`config.mk`:
```
export PLATFORM = sky130hd
export DESIGN_NAME = iir_lowpass_order11_direct_form1_top_flat
export DESIGN_NICKNAME = d
export VERILOG_FILES = /design/src/rtl/iirlp_pkg.sv /design/src/rtl/iirlp_if.sv /design/src/rtl/iirlp_hist_mem.sv /design/src/rtl/iir_lowpass_order11_direct_form1_top.sv /design/src/flat_wrapper.sv
export SDC_FILE = /design/constraint.sdc
export NUM_CORES = 2
export LEC_CHECK = 0
export BUFFER_PORTS_ARGS = -buffer_cell sky130_fd_sc_hd__buf_2
export CORE_ASPECT_RATIO = 1.5
export CORE_MARGIN = 2
export CORE_UTILIZATION = 35
export CTS_CLUSTER_SIZE = 14
export DETAILED_ROUTE_END_ITERATION = 7
export GPL_ROUTABILITY_DRIVEN = 1
export HOLD_SLACK_MARGIN = 0.05
export SLEW_MARGIN = 25
export SYNTH_ARGS = -nofsm -noshare
export SYNTH_HDL_FRONTEND = slang
export SYNTH_SLANG_ARGS = --single-unit
```
`constraint.sdc`:
```
create_clock -name clk -period 9.6 [get_ports clk]
set_input_delay 0.48 -clock clk [delete_from_list [all_inputs] [get_ports clk]]
set_output_delay 0.48 -clock clk [all_outputs]
set_load 0.005 [all_outputs]
```
`src/rtl/iirlp_pkg.sv`:
```
// Shared constants, types and coefficient tables of the eleventh-order low-pass filter.
package iirlp_pkg;

  localparam int FilterOrder = 11;
  localparam int SampleW     = 16;
  localparam int HistW       = 32;
  localparam int CoefW       = 16;
  localparam int AccW        = 52;
  localparam int DenShift    = 10;
  localparam int OutShift    = 14;
  localparam int AddrW       = $clog2(FilterOrder);
  localparam int TapW        = $clog2(FilterOrder + 1);
  localparam int NumProdW    = CoefW + SampleW;
  localparam int DenProdW    = CoefW + HistW;

  typedef logic signed [SampleW-1:0] sample_t;
  typedef logic signed [HistW-1:0]   hist_t;
  typedef logic signed [CoefW-1:0]   coef_t;
  typedef logic signed [AccW-1:0]    acc_t;
  typedef logic [AddrW-1:0]          addr_t;
  typedef logic [TapW-1:0]           tap_t;

  typedef struct packed {
    sample_t x;
    hist_t   y;
  } entry_t;

  typedef struct packed {
    logic   en;
    addr_t  addr;
    entry_t data;
  } wr_req_t;

  localparam addr_t LastAddr = addr_t'(FilterOrder - 1);
  localparam tap_t  LastTap  = tap_t'(FilterOrder);

  function automatic coef_t num_coef(tap_t k);
    coef_t c;
    case (k)
      4'd0:    c = 16'sd45;
      4'd1:    c = 16'sd499;
      4'd2:    c = 16'sd2495;
      4'd3:    c = 16'sd7486;
      4'd4:    c = 16'sd14973;
      4'd5:    c = 16'sd20963;
      4'd6:    c = 16'sd20963;
      4'd7:    c = 16'sd14973;
      4'd8:    c = 16'sd7486;
      4'd9:    c = 16'sd2495;
      4'd10:   c = 16'sd499;
      4'd11:   c = 16'sd45;
      default: c = '0;
    endcase
    return c;
  endfunction

  // Tap zero carries no feedback term.
  function automatic coef_t den_coef(tap_t k);
    coef_t c;
    case (k)
      4'd1:    c = -16'sd5268;
      4'd2:    c = 16'sd12979;
      4'd3:    c = -16'sd20044;
      4'd4:    c = 16'sd21426;
      4'd5:    c = -16'sd16567;
      4'd6:    c = 16'sd9421;
      4'd7:    c = -16'sd3928;
      4'd8:    c = 16'sd1173;
      4'd9:    c = -16'sd238;
      4'd10:   c = 16'sd29;
      4'd11:   c = -16'sd1;
      default: c = '0;
    endcase
    return c;
  endfunction

endpackage

```
`src/rtl/iirlp_if.sv`:
```
// Valid/ready stream interfaces for input and output samples.
interface iirlp_in_if;
  logic                valid;
  logic                ready;
  iirlp_pkg::sample_t  sample_in;

  modport source (output valid, output sample_in, input ready);
  modport sink   (input valid, input sample_in, output ready);
endinterface

interface iirlp_out_if;
  logic                valid;
  logic                ready;
  iirlp_pkg::sample_t  sample_out;

  modport source (output valid, output sample_out, input ready);
  modport sink   (input valid, input sample_out, output ready);
endinterface

```
`src/rtl/iirlp_hist_mem.sv`:
```
// History memory: input and output history pairs with per-entry valid bits.
module iirlp_hist_mem (
  input  logic               clk,
  input  logic               rst,
  input  iirlp_pkg::wr_req_t wr,
  input  iirlp_pkg::addr_t   raddr,
  output iirlp_pkg::entry_t  rdata
);
  import iirlp_pkg::*;

  entry_t                 mem [FilterOrder];
  logic [FilterOrder-1:0] vld;
  entry_t                 mem_q;
  logic                   vld_q;

  always_ff @(posedge clk) begin
    if (wr.en) begin
      mem[wr.addr] <= wr.data;
    end
    mem_q <= mem[raddr];
  end

  always_ff @(posedge clk) begin
    if (rst) begin
      vld   <= '0;
      vld_q <= 1'b0;
    end else begin
      if (wr.en) begin
        vld[wr.addr] <= 1'b1;
      end
      vld_q <= vld[raddr];
    end
  end

  // unwritten entries read as zero
  assign rdata = vld_q ? mem_q : '0;

endmodule

```
`src/rtl/iir_lowpass_order11_direct_form1_top.sv`:
```
// Top level of the eleventh-order direct form I low-pass filter.
// Each accepted sample runs through the states in turn before the next one is taken: the idle state
// takes the request, then twelve taps stream one per cycle through the single read port of the
// history memory into one shared pair of multipliers, followed by pipeline drain, the divide
// by 1024 with saturation, and then the divide by 16384, history write and result load. A
// finished result waits in the output register while the next sample is taken; the block
// stalls before its own result load if that register is still full.
module iir_lowpass_order11_direct_form1_top (
  input logic clk,
  input logic rst,
  iirlp_in_if.sink    in_ch,
  iirlp_out_if.source out_ch
);
  import iirlp_pkg::*;

  localparam logic [2:0] StIdle  = 3'd0;
  localparam logic [2:0] StMac   = 3'd1;
  localparam logic [2:0] StDrain = 3'd2;
  localparam logic [2:0] StHist  = 3'd3;
  localparam logic [2:0] StOut   = 3'd4;

  localparam int QuoW = AccW - DenShift;
  localparam int OutQuoW = HistW - OutShift;

  logic [2:0]              state;
  sample_t                 sample;
  tap_t                    tap;
  addr_t                   rd_addr;
  addr_t                   head;
  addr_t                   wr_addr;
  logic                    s1_valid;
  tap_t                    s1_tap;
  logic                    s2_valid;
  logic signed [NumProdW-1:0] px;
  logic signed [DenProdW-1:0] py;
  logic signed [NumProdW-1:0] px_next;
  logic signed [DenProdW-1:0] py_next;
  sample_t                 x_sel;
  acc_t                    acc;
  acc_t                    acc_adj;
  logic signed [QuoW-1:0]  quo;
  hist_t                   hist_next;
  hist_t                   hist;
  hist_t                   hist_adj;
  logic signed [OutQuoW-1:0] out_quo;
  sample_t                 out_next;
  logic                    out_valid;
  sample_t                 out_data;
  logic                    load_out;
  entry_t                  rdata;
  wr_req_t                 wr;

  assign in_ch.ready       = (state == StIdle);
  assign out_ch.valid      = out_valid;
  assign out_ch.sample_out = out_data;

  assign wr_addr  = (head == LastAddr) ? '0 : head + addr_t'(1);
  assign load_out = (state == StOut) && (!out_valid || out_ch.ready);

  assign wr.en     = load_out;
  assign wr.addr   = wr_addr;
  assign wr.data.x = sample;
  assign wr.data.y = hist;

  iirlp_hist_mem u_hist_mem (
    .clk   (clk),
    .rst   (rst),
    .wr    (wr),
    .raddr (rd_addr),
    .rdata (rdata)
  );

  // tap zero takes the new sample instead of a stored one
  assign x_sel   = (s1_tap == '0) ? sample : rdata.x;
  assign px_next = num_coef(s1_tap) * x_sel;
  assign py_next = den_coef(s1_tap) * rdata.y;

  // truncate toward zero: bias negatives before the arithmetic shift
  assign acc_adj = acc + acc_t'({{(AccW-DenShift){1'b0}}, {DenShift{acc[AccW-1]}}});
  assign quo     = acc_adj[AccW-1:DenShift];

  always_comb begin
    if ((&quo[QuoW-1:HistW-1]) || !(|quo[QuoW-1:HistW-1])) begin
      hist_next = quo[HistW-1:0];
    end else if (quo[QuoW-1]) begin
      hist_next = {1'b1, {(HistW-1){1'b0}}};
    end else begin
      hist_next = {1'b0, {(HistW-1){1'b1}}};
    end
  end

  assign hist_adj = hist + hist_t'({{(HistW-OutShift){1'b0}}, {OutShift{hist[HistW-1]}}});
  assign out_quo  = hist_adj[HistW-1:OutShift];

  always_comb begin
    if ((&out_quo[OutQuoW-1:SampleW-1]) || !(|out_quo[OutQuoW-1:SampleW-1])) begin
      out_next = out_quo[SampleW-1:0];
    end else if (out_quo[OutQuoW-1]) begin
      out_next = {1'b1, {(SampleW-1){1'b0}}};
    end else begin
      out_next = {1'b0, {(SampleW-1){1'b1}}};
    end
  end

  always_ff @(posedge clk) begin
    if (rst) begin
      state     <= StIdle;
      head      <= '0;
      s1_valid  <= 1'b0;
      s2_valid  <= 1'b0;
      out_valid <= 1'b0;
    end else begin
      s1_valid <= (state == StMac);
      s2_valid <= s1_valid;
      if (load_out) begin
        out_valid <= 1'b1;
        head      <= wr_addr;
      end else if (out_ch.ready) begin
        out_valid <= 1'b0;
      end
      case (state)
        StIdle: begin
          if (in_ch.valid) begin
            state <= StMac;
          end
        end
        StMac: begin
          if (tap == LastTap) begin
            state <= StDrain;
          end
        end
        StDrain: begin
          if (!s1_valid && !s2_valid) begin
            state <= StHist;
          end
        end
        StHist: begin
          state <= StOut;
        end
        StOut: begin
          if (load_out) begin
            state <= StIdle;
          end
        end
        default: begin
          state <= StIdle;
        end
      endcase
    end
  end

  always_ff @(posedge clk) begin
    s1_tap <= tap;
    px     <= px_next;
    py     <= py_next;
    if (state == StIdle) begin
      sample  <= in_ch.sample_in;
      acc     <= '0;
      tap     <= '0;
      rd_addr <= head;
    end else if (state == StMac) begin
      tap <= tap + tap_t'(1);
      // newest entry serves tap one, so hold the address over tap zero
      if (tap != '0) begin
        rd_addr <= (rd_addr == '0) ? LastAddr : rd_addr - addr_t'(1);
      end
    end
    if (s2_valid) begin
      acc <= acc + acc_t'(px) - acc_t'(py);
    end
    if (state == StHist) begin
      hist <= hist_next;
    end
    if (load_out) begin
      out_data <= out_next;
    end
  end

  a_accept_empty: assert property (@(posedge clk) disable iff (rst)
    (in_ch.valid && in_ch.ready) |-> (!s1_valid && !s2_valid))
    else $error("request accepted while the tap pipeline is busy");

  a_hist_drained: assert property (@(posedge clk) disable iff (rst)
    (state == StHist) |-> (!s1_valid && !s2_valid))
    else $error("scaling started before the accumulator settled");

  a_write_then_result: assert property (@(posedge clk) disable iff (rst)
    wr.en |=> out_valid)
    else $error("history written without a result presented");

  a_s2_follows_s1: assert property (@(posedge clk) disable iff (rst)
    s2_valid |-> $past(s1_valid))
    else $error("product stage valid without a preceding read");

endmodule

```
`src/flat_wrapper.sv`:
```
// flat-port wrapper written by rule: the top's interface ports become plain ports
module iir_lowpass_order11_direct_form1_top_flat import iirlp_pkg::*;
  (clk, rst, in_ch_valid, in_ch_sample_in, in_ch_ready, out_ch_valid, out_ch_sample_out, out_ch_ready);
  iirlp_in_if in_ch_i ();
  iirlp_out_if out_ch_i ();
  input logic clk;
  input logic rst;
  input wire logic [$bits(in_ch_i.valid)-1:0] in_ch_valid;
  input wire logic [$bits(in_ch_i.sample_in)-1:0] in_ch_sample_in;
  output wire logic [$bits(in_ch_i.ready)-1:0] in_ch_ready;
  output wire logic [$bits(out_ch_i.valid)-1:0] out_ch_valid;
  output wire logic [$bits(out_ch_i.sample_out)-1:0] out_ch_sample_out;
  input wire logic [$bits(out_ch_i.ready)-1:0] out_ch_ready;
  assign in_ch_i.valid = in_ch_valid;
  assign in_ch_i.sample_in = in_ch_sample_in;
  assign in_ch_ready = in_ch_i.ready;
  assign out_ch_valid = out_ch_i.valid;
  assign out_ch_sample_out = out_ch_i.sample_out;
  assign out_ch_i.ready = out_ch_ready;
  iir_lowpass_order11_direct_form1_top u_core (.clk(clk), .rst(rst), .in_ch(in_ch_i), .out_ch(out_ch_i));
endmodule
```
Word-level counts from Yosys, hierarchy flattened
Memory sizes are Yosys's and may differ from the RTL's. A register that Yosys moved wholly into a read port is not among the register bits.
Cells that the tools add are included.
{ "word_totals": {"reg_bits": 230, "ramBits": 528, "mem_bits_ro": 496, "output_inout_bits": 18, "wordCells": 93, "mem_count": 3} }
{ "memory_table": {"columns": ["name", "depth", "word_bits", "rd", "rd_clocked_by_memory_dff", "write_ports", "line_no", "rtl"], "rows": [
  ["u_core.u_hist_mem.mem", 11, 48, 1, 1, 1, "iirlp_hist_mem.sv:11", "entry_t mem [FilterOrder];"],
  ["(name not given)", 16, 16, 1, 1, 0, "iirlp_pkg.sv:60", "case (k)"],
  ["(name not given)", 16, 15, 1, 1, 0, "iirlp_pkg.sv:39", "case (k)"]
]} }
{ "op_classes": {"n_addsub": 7, "mul": 2, "n_lt_le_gt_ge": 3, "n_eq_ne": 10, "mux": 26, "bitwise": 1, "n_reduce_logical": 25} }
{ "ops": {"columns": ["operator", "count"], "rows": [
  ["52-bit 2-to-1 mux", 2],
  ["32-bit 2-to-1 mux", 2],
  ["52-bit by 11-bit adder with 52-bit output", 1],
  ["52-bit by 32-bit adder with 52-bit output", 1],
  ["52-bit by 48-bit subtractor with 52-bit output", 1],
  ["16-bit by 32-bit multiplier with 48-bit output", 1],
  ["16-bit 2-to-1 mux", 3],
  ["48-bit 2-to-1 mux", 1],
  ["32-bit by 15-bit adder with 32-bit output", 1],
  ["16-bit by 16-bit multiplier with 32-bit output", 1],
  ["4-bit 2-to-1 mux", 5],
  ["3-bit case mux with 5 select lines", 1],
  ["3-bit 2-to-1 mux", 4],
  ["11-bit OR", 1],
  ["11-bit AND reduction", 1],
  ["11-bit OR reduction", 1],
  ["4-bit by 5-bit < comparator with 1-bit output, second input constant", 2],
  ["4-bit by 1-bit adder with 4-bit output, second input constant", 2],
  ["4-bit equality test, second input constant", 2],
  ["4-bit logical NOT", 2],
  ["2-bit nonzero test", 4],
  ["3-bit by 2-bit equality test with 1-bit output, second input constant", 2],
  ["1-bit 2-to-1 mux", 6],
  ["1-bit logical NOT", 5],
  ["16 further kinds", 22]
]} }

Depth between registers and ports, before layout
{ "depth": {"ltp_word": 7, "mapped_depth": 31, "depth_no_buf": 28} }

By module
A second synthesis with hierarchy kept.
{ "hier_totals": {"cells_unflattened": 5586, "hier_area_um2": 62352.3} }
{ "by_module_without_submodules": {"columns": ["mod", "n_inst", "cells_each", "area_per_inst_um2", "seq_area_each_um2"], "rows": [
  ["iir_lowpass_order11_direct_form1_top", 1, 4340, 39678.1, 6125.9],
  ["iirlp_hist_mem", 1, 1246, 22674.2, 17056.4]
]} }

Worst setup path after synthesis
OpenSTA, ideal clock, no wires.
{ "synth_timing": {"path_kind": "register to register", "from": "reg u_core.s1_tap[1]", "to": "reg u_core.px[31]", "arrival_time_ps": 6786, "t_required_ps": 9482, "setup_slack_ps": 2696, "stages_incl_launch_ff": 27, "path_buffers": 2, "period_less_slack_ps": 6904, "cell_sequence": "dfxtp_1 -> nor4_1 -> clkbuf_1 -> nand2_1 -> nand2_1 -> clkbuf_1 -> nand2_1 -> fa_1 -> fa_1 -> fa_1 -> fa_1 -> inv_1 -> fa_1 -> inv_1 -> fa_1 -> inv_1 -> ha_1 -> a21oi_1 -> o211ai_1 -> a21oi_1 -> a21oi_1 -> a31o_2 -> nand2_1 -> o21ai_1 -> a211o_1 -> o31a_1 -> xnor2_1"} }
{ "synth_via": {"elab_chain_cells": 3} }
{ "synth_rtl": {"columns": ["element", "line_no", "rtl"], "rows": [
  ["from (decl)", "iir_lowpass_order11_direct_form1_top.sv:32", "tap_t s1_tap;"],
  ["from (signal assigned)", "iir_lowpass_order11_direct_form1_top.sv:153", "s1_tap <= tap;"],
  ["4-bit logical NOT", "iir_lowpass_order11_direct_form1_top.sv:74", "assign x_sel = (s1_tap == '0) ? sample : rdata.x;"],
  ["16-bit 2-to-1 mux", "iir_lowpass_order11_direct_form1_top.sv:74", null],
  ["16-bit by 16-bit multiplier with 32-bit output", "iir_lowpass_order11_direct_form1_top.sv:75", "assign px_next = num_coef(s1_tap) * x_sel;"],
  ["named net u_core.px_next[31]", "iir_lowpass_order11_direct_form1_top.sv:36", "logic signed [NumProdW-1:0] px_next;"],
  ["to (signal assigned)", "iir_lowpass_order11_direct_form1_top.sv:154", "px <= px_next;"],
  ["to (decl)", "iir_lowpass_order11_direct_form1_top.sv:34", "logic signed [NumProdW-1:0] px;"]
]} }
The timed path passes the listed nets, and every way through them passes these cells.
A chain may end at the register's enable or synchronous reset.

Worst setup path in the final report
{ "layout_timing": {"from": "reg u_core.u_hist_mem.vld_q", "to": "reg u_core.py[45]"} }
{ "layout_via": {"elab_chain_cells": 2} }
{ "layout_rtl": {"columns": ["element", "line_no", "rtl"], "rows": [
  ["from (decl)", "iirlp_hist_mem.sv:14", "logic vld_q;"],
  ["from (signal assigned)", "iirlp_hist_mem.sv:31", "vld_q <= vld[raddr];"],
  ["48-bit 2-to-1 mux", "iirlp_hist_mem.sv:36", "assign rdata = vld_q ? mem_q : '0;"],
  ["16-bit by 32-bit multiplier with 48-bit output", "iir_lowpass_order11_direct_form1_top.sv:76", "assign py_next = den_coef(s1_tap) * rdata.y;"],
  ["named net u_core.py_next[45]", "iir_lowpass_order11_direct_form1_top.sv:37", "logic signed [DenProdW-1:0] py_next;"],
  ["to (signal assigned)", "iir_lowpass_order11_direct_form1_top.sv:155", "py <= py_next;"],
  ["to (decl)", "iir_lowpass_order11_direct_form1_top.sv:35", "logic signed [DenProdW-1:0] py;"]
]} }
The timed path passes the listed nets, and every way through them passes these cells.

==> results.md <==
- DRT iter0 DRCs: 2,543
- Placed cells: 7,574
- Max transition margin: 25.5%
- # DRC: 0
- Initial antenna violation count: 7
- Syn_area_per_cell: 11.3 um^2
- Crit path from: u_core.u_hist_mem.vld_q$_SDFF_PP0_
- # fillers: 16,900
- Layout Nets: 6,447
- Core area: 0.175 mm^2
- Synth Area in Adders: 29.9%
- Largest family of logic cells by synthesized area: adder cells
- Compound-cell area share of the yosys netlist: 6.27%
- PwrDens: 196 mW/mm^2
- # rows: 188
- Clk Latency, worst-skew pair: 0.70 ns
- Post-synthesis mux area share: 5.26%
- Antenna Violating Nets Remaining: 0
- Post-synth EDFFs: 648
- Via count: 39,400
- CP startpoint kind: flip-flop
- Slew Viols, Final: 0
- FF-to-FF path depth: 23
- First-pass GRT wire length: 253,000 um
- Synth top area share: 31.7%
- DR WL/cell: 21.4 um
- Endpoints failing setup: 0
- Final hold vios: 0
- Initial DRT Pass Iterations: 6
- Cells after Synth: 5,439
- CP Max Fanout: 103
- Shortest period the worst path allows: 8.42 ns
- Vias in the first global route: 42,300
- Worst hold slack: 0.240 ns
- Ports: 38
- Worst setup path endpoint: u_core.py[45]$_DFF_P_
- Worst min-delay path class: primary input to flip-flop
- Ys Warns: 0
- Final Skew: 0.0596 ns
- Reg2Reg Launch Point: u_core.u_hist_mem.vld_q$_SDFF_PP0_
- Clock buffer depth: 3
- Worst Path Required: 10.21 ns
- Routed wire length: 166,000 um
- Critical path data arrival time: 9.03 ns
- Critical Path End Type: flip-flop
- Post-Layout Cell Count: 7,739
- HPWL Detailed: 124,000 um
- Least-Margin Pin Slew: 1.11 ns
- XOR/XNOR Fraction of Synth Area: 2.46%
- Largest net degree at the start of global routing: 117
- Die Y: 517 um
- Clock Pin Slew Worst Setup and Hold Paths: 0.07 ns
- Die width: 346 um
- Initial Util: 35.2%
- Synth Net Count: 6,495
- Setup TNS: 0 ns
- Status: complete, no violations
- Worst VDD drop: 218 uV
- CTS sink cnt: 834
- P&R area growth vs syn: 8.76%
- Layout cells sized above 1: 7.31%
- RSZ-0062 raised after global routing: no
- Prevailing post-synth register cell: edfxtp_1
- CTS tree: yes
- Netlist Area Pre-Place: 0.0614 mm^2
- Post-synth ARST share: 0%
- DIE AREA: 0.179 mm^2
- Gr ovfl total: 0
- CTS buffer count: 78
- Vias/cell: 5.10
- Synth top area cells: edfxtp_1, fa_1, ha_1
- Leakage: 0.0288 uW
- Distinct cells, synth: 89
- GRT Total Usage: 18.6%
- Final worst-path cycle share: 87.7%
- Fmax: 119 MHz
- Sequential area share after synthesis: 37.8%
- Total number of H-tree levels: 3
- Synth area leader: edfxtp_1
- Post-Synth Simple-Gate Area: 10.5%
- Worst reg2reg endpoint: u_core.py[45]$_DFF_P_
- I/O Buffers: 37
- Setup slack, reg-to-reg: 1.18 ns
- CTS root buf: clkbuf_16
- Max-Cap Viols: 0
- #FFs+latches synth: 834
- RePlAce Congestion: 0.949
- Crit Path Category: flip-flop to flip-flop
[through the flow]
stage	setup slack [ns]	area [um^2]	util, %	total power (uW)
5_1_grt	0.712	66700	38.2	13900
2_1_floorplan	2.70	61400	-	8420
4_1_cts	1.35	66700	38.2	13100
3_5_place_dp	1.40	64000	36.7	10000
6_report	1.18	66700	38.2	13100
3_3_place_gp	1.50	64000	36.7	9990
[synthesized netlist by cell type (all sizes together), types with 17 or more instances]
cell type  instances
a211oi            18
a21o              59
a21oi            148
a31oi             19
and2             116
and3             229
buf               32
clkbuf           219
dfxtp            186
edfxtp           648
fa               716
ha               320
inv             1011
mux2i            101
mux4              98
nand2            559
nand2b            26
nand3             58
nand4             30
nor2             182
nor2b             49
nor3              34
o211ai            63
o21ai            188
or2               17
xnor2            114
xor2              58
[placed cells by master, fill, tap and decap left out, types with 8 or more instances in the layout]
master and n:
ha_1 320, o31ai_1 8, buf_2 37, nand3_1 58
mux2i_1 101, xnor2_1 114, clkinv_2 10, a41oi_1 9
nand2_1 557, or2_2 16, o211ai_1 63, and3_1 226
fa_1 716, inv_1 1009, nor2b_1 49, a31oi_1 19
nor3_2 8, clkbuf_1 31, nand4_1 29, a31o_2 9
and4_1 9, o21a_1 12, nor2_1 176, buf_4 68
mux4_2 98, a21o_1 59, and2_1 115, dlygate4sd3_1 16
nand2b_1 26, clkbuf_16 78, o21bai_1 10, nor3_1 26
o21ai_0 167, edfxtp_1 648, dfxtp_1 180, o21ai_2 13
a211oi_1 16, xor2_1 58, a21oi_1 146, o21ai_1 8
[how the worst min path moves through the flow]
stage	end	from	slack, ns	cells past startpoint
finish	u_core.state[2]$_SDFFE_PP0P_	out_ch_ready	0.24	4
global route	u_core.state[2]$_SDFFE_PP0P_	out_ch_ready	0.23	4
CTS	u_core.state[2]$_SDFFE_PP0P_	out_ch_ready	0.18	4
detailed placement	u_core.s2_valid$_SDFF_PP0_	u_core.s1_valid$_SDFF_PP0_	0.46	1
global placement	u_core.u_hist_mem.vld[7]$_SDFFE_PP0P_	u_core.u_hist_mem.vld[7]$_SDFFE_PP0P_	0.45	2
floorplan	u_core.s1_tap[3]$_DFF_P_	u_core.tap[3]$_SDFFE_PP0P_	0.33	0
[per-layer routing]
| layer | global-route usage, % | part of all wire (%) |
|---|---|---|
| met1 | 20.1 | 37 |
| met2 | 35.2 | 54 |
| met3 | 1.47 | 3.2 |
| met4 | 10.9 | 6.4 |
| met5 | 0 | 0.0078 |
[report_power, final]
group | internal, uW | total [uW] | switching [uW] | leakage, uW
registers | 4130 | 4490 | 357 | 0.00749
logic | 2200 | 5500 | 3300 | 0.0201
clock network | 1650 | 3070 | 1420 | 0.00121
total | 7980 | 13100 | 5080 | 0.0288
[layout make-up]
| type | count | area [um^2] | share of cell area, % |
|---|---|---|---|
| multi-input combinational | 3341 | 33500 | 50.1 |
| tap | 2280 | 2850 | 4.27 |
| sequential | 834 | 23200 | 34.8 |
| inverter | 1013 | 3800 | 5.70 |
| clock inverter | 29 | 367 | 0.549 |
| antenna | 4 | 10.0 | 0.0150 |
| clock buffer | 115 | 2150 | 3.22 |
| timing repair buffer | 123 | 903 | 1.35 |
[repair_timing]
item,4_1_cts,5_1_grt
endpoints found under the hold margin,16,0
hold buffers,16,0
gates resized for setup,0,0
setup buffers,0,0
[logic make-up (layout without fill, tap and decap cells)]
| group | Yosys count | count (layout) |
|---|---|---|
| simple gates | 1331 | 1331 |
| buf+inv | 1264 | 1280 |
| fa+ha+maj | 1036 | 1036 |
| flops | 834 | 834 |
| compound gates | 602 | 602 |
| mux | 200 | 200 |
| xor+xnor | 172 | 172 |
| other cells | 0 | 4 |
[critical path, cell delays in order, from the launching register on]
cell and delay (ns):
dfxtp_4 0.98, buf_4 0.41, and2_1 0.52, nand2_1 0.15, fa_1 0.52, inv_1 0.06
fa_1 0.44, fa_1 0.50, fa_1 0.41, fa_1 0.52, inv_1 0.05, fa_1 0.53
inv_1 0.07, ha_1 0.34, a21o_1 0.22, a21o_1 0.18, a211oi_1 0.48, o311ai_0 0.23
nor3_1 0.52, o221ai_1 0.21, o41ai_1 0.44, o21bai_1 0.11, a21oi_1 0.19, xnor2_1 0.14
[flip-flops by register name, summed over array words and instances, names as in the netlist, named ones only]
name / cells
u_core.out_ch.sample_out: 16
u_core.rd_addr: 4
u_core.s2_valid: 1
u_core.u_hist_mem.vld: 11
u_core.hist: 32
u_core.state: 3
u_core.out_ch.valid: 1
u_core.tap: 4
u_core.px: 32
u_core.s1_tap: 4
u_core.u_hist_mem.vld_q: 1
u_core.u_hist_mem.mem: 528
u_core.sample: 16
u_core.py: 48
u_core.s1_valid: 1
u_core.acc: 52
u_core.u_hist_mem.mem_q: 48
u_core.head: 4
Power figures use the tool's default switching activity.
